<file path="src/rtl/tbb_pkg.sv">
`default_nettype none
// ----------------------------------------------------------------------------
// tbb_pkg
// Shared types and constants of the transformed bounding box block.
// ----------------------------------------------------------------------------
package tbb_pkg;

    // Coordinate, coefficient and register widths.
    localparam int TBB_COORD_W  = 32;
    localparam int TBB_COEF_W   = 16;
    localparam int TBB_ROW_W    = 3 * TBB_COEF_W;
    localparam int TBB_CFG_W    = TBB_ROW_W;
    localparam int TBB_CFG_IDX_W = 3;

    // Default number of fraction bits of the matrix coefficients.
    localparam int TBB_COEF_FRAC_BITS = 12;

    typedef logic signed [TBB_COORD_W-1:0] coord_t;
    typedef logic signed [TBB_COEF_W-1:0]  coef_t;
    typedef logic        [TBB_ROW_W-1:0]   row_t;

    localparam coord_t TBB_COORD_MAX = {1'b0, {(TBB_COORD_W-1){1'b1}}};
    localparam coord_t TBB_COORD_MIN = {1'b1, {(TBB_COORD_W-1){1'b0}}};

    // Identity matrix in Q4.12.
    localparam row_t TBB_ROW_X_RESET = row_t'(48'h0000_0000_1000);
    localparam row_t TBB_ROW_Y_RESET = row_t'(48'h0000_1000_0000);
    localparam row_t TBB_ROW_Z_RESET = row_t'(48'h1000_0000_0000);

    // Configuration register indexes.
    typedef enum logic [TBB_CFG_IDX_W-1:0] {
        CFG_ROW_X    = 3'd0,
        CFG_ROW_Y    = 3'd1,
        CFG_ROW_Z    = 3'd2,
        CFG_OFFSET_X = 3'd3,
        CFG_OFFSET_Y = 3'd4,
        CFG_OFFSET_Z = 3'd5
    } cfg_reg_e;

    // Load enables of the two transform stages.
    typedef struct packed {
        logic prod_en;
        logic sum_en;
    } tbb_ctl_t;

endpackage : tbb_pkg
`default_nettype wire

</file>
<file path="src/rtl/tbb_xform.sv">
`default_nettype none
// ----------------------------------------------------------------------------
// tbb_xform
// One row of the affine transform: three products, then sum, floor shift,
// offset and saturation to the coordinate range. Two register stages.
// ----------------------------------------------------------------------------
module tbb_xform
    import tbb_pkg::*;
#(
    parameter int COEF_FRAC_BITS = TBB_COEF_FRAC_BITS
)
(
    input  wire logic     clk,
    input  wire tbb_ctl_t ctl,
    input  wire row_t     row,
    input  wire coord_t   offset,
    input  wire coord_t   x,
    input  wire coord_t   y,
    input  wire coord_t   z,
    output coord_t        result
);

    localparam int PROD_W = TBB_COEF_W + TBB_COORD_W;
    localparam int SUM_W  = PROD_W + 2;
    localparam int ACC_W  = SUM_W + 1;

    typedef logic signed [PROD_W-1:0] prod_t;
    typedef logic signed [SUM_W-1:0]  sum_t;
    typedef logic signed [ACC_W-1:0]  acc_t;

    coef_t  coef_a;
    coef_t  coef_b;
    coef_t  coef_c;
    prod_t  prod_a_reg;
    prod_t  prod_b_reg;
    prod_t  prod_c_reg;
    sum_t   sum;
    sum_t   sum_shifted;
    acc_t   acc;
    logic   acc_fits;
    coord_t result_next;
    coord_t result_reg;

    assign coef_a = coef_t'(row[TBB_COEF_W-1:0]);
    assign coef_b = coef_t'(row[2*TBB_COEF_W-1:TBB_COEF_W]);
    assign coef_c = coef_t'(row[3*TBB_COEF_W-1:2*TBB_COEF_W]);

    always_ff @(posedge clk)
    begin
        if (ctl.prod_en)
        begin
            prod_a_reg <= prod_t'(coef_a) * prod_t'(x);
            prod_b_reg <= prod_t'(coef_b) * prod_t'(y);
            prod_c_reg <= prod_t'(coef_c) * prod_t'(z);
        end
    end

    // The exact sum is floored by the coefficient scale before the offset.
    always_comb
    begin
        sum         = sum_t'(prod_a_reg) + sum_t'(prod_b_reg) + sum_t'(prod_c_reg);
        sum_shifted = sum >>> COEF_FRAC_BITS;
        acc         = acc_t'(sum_shifted) + acc_t'(offset);
        acc_fits    = (acc[ACC_W-1:TBB_COORD_W-1] ==
                       {(ACC_W-TBB_COORD_W+1){acc[TBB_COORD_W-1]}});
        if (acc_fits)
        begin
            result_next = coord_t'(acc[TBB_COORD_W-1:0]);
        end
        else if (acc[ACC_W-1])
        begin
            result_next = TBB_COORD_MIN;
        end
        else
        begin
            result_next = TBB_COORD_MAX;
        end
    end

    always_ff @(posedge clk)
    begin
        if (ctl.sum_en)
        begin
            result_reg <= result_next;
        end
    end

    assign result = result_reg;

endmodule : tbb_xform
`default_nettype wire

</file>
<file path="config.mk">
export PLATFORM = sky130hd
export DESIGN_NAME = tbb_xform
export DESIGN_NICKNAME = d
export VERILOG_FILES = /design/src/rtl/tbb_pkg.sv /design/src/rtl/tbb_xform.sv
export SDC_FILE = /design/constraint.sdc
export NUM_CORES = 2
export LEC_CHECK = 0
export ABC_AREA = 1
export BUFFER_PORTS_ARGS = -buffer_cell sky130_fd_sc_hd__buf_2
export CELL_PAD_IN_SITES_DETAIL_PLACEMENT = 0
export CELL_PAD_IN_SITES_GLOBAL_PLACEMENT = 1
export CORE_MARGIN = 4
export CORE_UTILIZATION = 30
export DETAILED_ROUTE_END_ITERATION = 12
export PLACE_DENSITY_LB_ADDON = 0.1
export SETUP_SLACK_MARGIN = 0.05
export SYNTH_ARGS = -nofsm -noshare
export SYNTH_HDL_FRONTEND = slang
export SYNTH_SLANG_ARGS = --single-unit
</file>
<file path="constraint.sdc">
create_clock -name clk -period 5.4 [get_ports clk]
set_input_delay 0.27 -clock clk [delete_from_list [all_inputs] [get_ports clk]]
set_output_delay 0.27 -clock clk [all_outputs]
set_load 0.01 [all_outputs]
</file>
; Word-level counts from Yosys, hierarchy flattened
; Cells that the tools add are included.
[word_totals]
ff_bits = 176
inputBits = 179
out_inout_bits = 32
[classes]
n_addsub = 3
mul = 3
eq_ne = 1
n_mux = 2
[op_table]
columns = operator, n
row1 = 16-bit by 32-bit multiplier with 48-bit output, 3
row2 = 32-bit 2-to-1 mux, 2
row3 = 49-bit by 48-bit adder with 50-bit output, 1
row4 = 48-bit by 48-bit adder with 49-bit output, 1
row5 = 38-bit by 32-bit adder with 39-bit output, 1
row6 = 19-bit equality test, 1

; Depth between registers and ports, before layout
[logic_depth]
ltp_word = 5
mapped_depth = 35

; Worst setup path after synthesis
; Ideal clock, no wire load.
[synth_path]
kind = input -> register
start = input port x[13]
end = register prod_a_reg[37] (data pin)
setup_ps = 258
arrival_ps = 5640
path_slack_ps = -499
path_stages = 26
n_path_buf = 3
cell_sequence = clkbuf_1 > clkbuf_1 > nand2_1 > fa_1 > inv_1 > fa_1 > inv_1 > fa_1 > inv_1 > fa_1 > inv_1 > fa_1 > inv_1 > fa_1 > ha_1 > clkbuf_1 > nand2_1 > nor2_1 > inv_1 > nor4_1 > nand2_1 > nand3_1 > nand2_1 > nand2_1 > a21oi_1 > xnor2_1
[synth_via]
elab_chain_cells = 1
[synth_rtl]
columns = item, line_no
row1 = from (decl), tbb_xform.sv:17  ; input wire coord_t x,
row2 = 16-bit by 32-bit multiplier with 48-bit output, tbb_xform.sv:52  ; prod_a_reg <= prod_t'(coef_a) * prod_t'(x);
row3 = to (signal assigned), tbb_xform.sv:52
row4 = to (decl), tbb_xform.sv:34  ; prod_t prod_a_reg;
; Every way passes these cells.
; A chain may end at the register's enable or synchronous reset.

; Worst setup path in the final report
[layout_path]
start = input port row[47]
end = register prod_c_reg[47] (data pin)
[layout_via]
elab_chain_cells = 1
[layout_rtl]
columns = item, line_no
row1 = from (decl), tbb_xform.sv:15  ; input wire row_t row,
row2 = 16-bit by 32-bit multiplier with 48-bit output, tbb_xform.sv:54  ; prod_c_reg <= prod_t'(coef_c) * prod_t'(z);
row3 = to (signal assigned), tbb_xform.sv:54
row4 = to (decl), tbb_xform.sv:36  ; prod_t prod_c_reg;
; Every way passes these cells.

==> key figures <==
Status
  • Status: finished clean

Worst setup path
  • WP data arrival: 5.62 ns
  • Setup Crit Path Kind: in2reg
  • Worst EP required: 5.64 ns
  • Reg-to-reg endpoint: result[30]
  • Slowest CP cell: fa_2
  • Worst R2R Path Depth: 30
  • R2r setup slk: 0.19 ns
  • Worst r2r src: prod_c_reg[16]
  • Worst Path Buf+Inv: 5
  • CP cell instances: buf_2, clkinvlp_4, buf_12, clkbuf_16, or2_2, fa_1, fa_1, fa_1, fa_1, fa_1, fa_2, inv_1, ha_4, a21oi_4, o21ai_1, a221o_1, a21oi_2, nand3_2, xor2_2
  • Most frequent CP cell: fa_1
  • CP startpoint: row[47]
  • CP Max Fanout: 14
  • Max stage delay on crit path: 0.61 ns
  • CP Launch Type: input port
  • Crit path max-delay family: adder cells
  • Crit path capture type: register

Clock tree
  • CTS Sinks: 176
  • Worst skew pair latency: 0.50 ns
  • Htree depth: 4
  • Root Buffer: clkbuf_16
  • Clk buf depth: 2
  • CTS tree: done
  • Clk pin slew, worst setup/hold paths: 0.07 ns
  • CTS buffer count: 17

Detailed routing
  • Router iterations before antenna repair: 7
  • Per-cell routed wire length: 17.51 microns
  • DRC Markers: 0
  • DR vias/cell: 4.403
  • Routed wire length: 221200 microns
  • Final ANT Viol Nets: 0
  • DRT iter0 DRCs: 2732
  • Via count: 55.63k

Hold path
  • Hold Path End: result[0]
  • Worst hold-check path type: in2reg
  • Hold Path Stages: 4
  • Hold path start: offset[0]

Global routing
  • First-pass GRT wire length: 344400 microns
  • Vias in the first global route: 59.84k
  • Initial antenna violation count: 2
  • Grt ovf: 0
  • Largest net degree at the start of global routing: 84
  • Overall Global Routing Usage: 18.93%

Die
  • Core area: 0.2227 sq mm
  • Die W: 481.6 microns
  • Die Ht: 481.6 microns
  • Starting Density: 30.21%
  • # IOs: 211
  • Row count: 173
  • Full die area: 0.2319 sq mm

Logic synthesis
  • FF+latch count, synth: 176
  • Multiplexer area fraction after synthesis: 0%
  • Synth cell types: 47
  • YS warnings: 0
  • Simple-gate area share of the yosys netlist: 16.69%
  • Register area share after synthesis: 7.854%
  • Synthesized instance count: 8449
  • Top FF cell, synth: edfxtp_1
  • Xor and xnor area share after synthesis: 2.837%
  • EDFF count, synth: 176
  • Net Count, Synth: 10.56k
  • Post-Syn Area: 0.06729 sq mm
  • Avg Inst Size Synth: 7.964 sq um
  • Ys async rst share: 0%
  • Main combinational cell family by area after synthesis: adder cells
  • Compound-Gate Fraction of Synth Area: 4.466%
  • Adder-Cell Fraction of Synth Area: 52.78%

STA
  • Slew Limit Fails: 0
  • Slew headroom: 41.94%
  • Setup Viol. Count Final: 0
  • Hold Fails Final Rpt: 0
  • Clock Skews: 0.02519 ns
  • RSZ-0062 raised after global routing: yes
  • Crit share post-route: 99.48%
  • Minimum clock period: 5.372 ns
  • Worst-margin pin slew: 0.8709 ns
  • Fmax: 0.1861 GHz
  • Final Worst Setup Slack: 0.02783 ns

Final layout
  • Fill cells: 23.07k
  • Final #Nets: 11.76k
  • Share of cells above drive strength 1: 24.90%
  • P&R area growth vs syn: 30.66%
  • Seq. cell area: 0.005285 sq mm
  • Most frequent cells in the layout: 2371 x inv_1, 2001 x nand2_1, 1464 x fa_1
  • Final antenna diode count: 0
  • Area of the multi-input gates: 0.05643 sq mm
  • Commonest non-fill, non-tap cell in the layout: inv_1

Placed design
  • Pre-CTS WS: -1.214 ns
  • Post-DP HPWL: 194600 microns
  • Port-buffer cells: 210
  • Placer Congestion: 0.8774

Job
  • Max_cap viols: 0
worst min-delay path, stage by stage:
cell and delay [ns]:
buf_2 0.09, ha_2 0.15, nand4_1 0.09, nand2_1 0.06
layout make-up:
cell class              count  area share [%]
repair buffers           1491           14.47
clock inverters            15          0.2192
clock buffers              17          0.4839
flip-flops and latches    176           6.011
multi-input cells        5526           64.18
well taps                2975           4.234
inverters                2435           10.40
how the worst max path moves through the flow:
stage                                end  slack [ns]  depth (start not counted)
after global placement    prod_b_reg[47]       -1.24                         24
after CTS                 prod_b_reg[47]        0.02                         26
after global routing      prod_a_reg[47]       -0.14                         22
after detailed placement  prod_b_reg[47]       -1.21                         22
final                     prod_c_reg[47]        0.03                         19
after floorplan           prod_a_reg[37]       0.008                         23
cell families after synthesis:
group / count (synthesis)
AO/OA/AOI/OAI: 539
XOR/XNOR: 218
adder cells (fa/ha/maj): 1935
buffers and inverters: 2747
flip-flops: 176
AND/OR/NAND/NOR: 2834
per-layer routing:
layer	vias up	wire length (microns)	GRT usage [%]
li1	26690	-	-
met1	28100	109100	28.32
met2	751	103500	31.01
met3	91	6156	1.062
met4	0	2437	2.372
met5	-	0	0
per-stage QoR:
step / cell area (sq um) / std cells / util (%) / hold slack, ns / setup TNS (ns)
6_report: 87920 / 12640 / 39.47 / 0.2930 / 0
5_1_grt: 87920 / 12640 / 39.47 / 0.2803 / -2.776
4_1_cts: 82550 / 12540 / 37.06 / 0.2109 / 0
3_5_place_dp: 81050 / 12500 / 36.39 / 0.6790 / -79.98
3_3_place_gp: 81050 / 12500 / 36.39 / 0.6815 / -77.00
2_1_floorplan: 68560 / 8449 / - / 0.3825 / 0
what timing repair did:
action,in CTS,in global routing
buffers inserted,11,73
gates resized for setup,209,1060
setup endpoints to repair,119,118
hold buffers,0,0
cloned,0,20
pin swaps,30,347
cell usage after synthesis (3+ instances only):
cell | count | area (sq um)
o2111ai_1 | 3 | 26.28
nand3b_1 | 4 | 30.03
o21bai_1 | 17 | 127.6
xnor2_1 | 77 | 674.4
nor4_1 | 20 | 125.1
buf_2 | 9 | 45.04
nand4_1 | 58 | 362.9
nand3_1 | 127 | 635.6
or2_2 | 34 | 212.7
nor3_1 | 31 | 155.2
a31oi_1 | 49 | 306.5
xor2_1 | 141 | 1235
nor2_2 | 3 | 18.77
nor2_1 | 356 | 1336
nand2_2 | 8 | 50.05
edfxtp_1 | 176 | 5285
inv_2 | 3 | 11.26
o211ai_1 | 12 | 90.09
clkbuf_1 | 300 | 1126
a21oi_1 | 260 | 1301
buf_6 | 3 | 33.78
a21boi_0 | 4 | 30.03
nand2_1 | 2174 | 8160
inv_1 | 2432 | 9129
a21o_1 | 23 | 172.7
and3_1 | 9 | 56.30
o21a_1 | 18 | 135.1
a211oi_1 | 3 | 22.52
a221oi_1 | 4 | 35.03
fa_1 | 1506 | 30150
ha_1 | 429 | 5368
o21ai_0 | 137 | 685.7
Power is left out: the tool's default activity adds up to more than one toggle a clock period on the data nets, which glitch-free logic cannot reach.
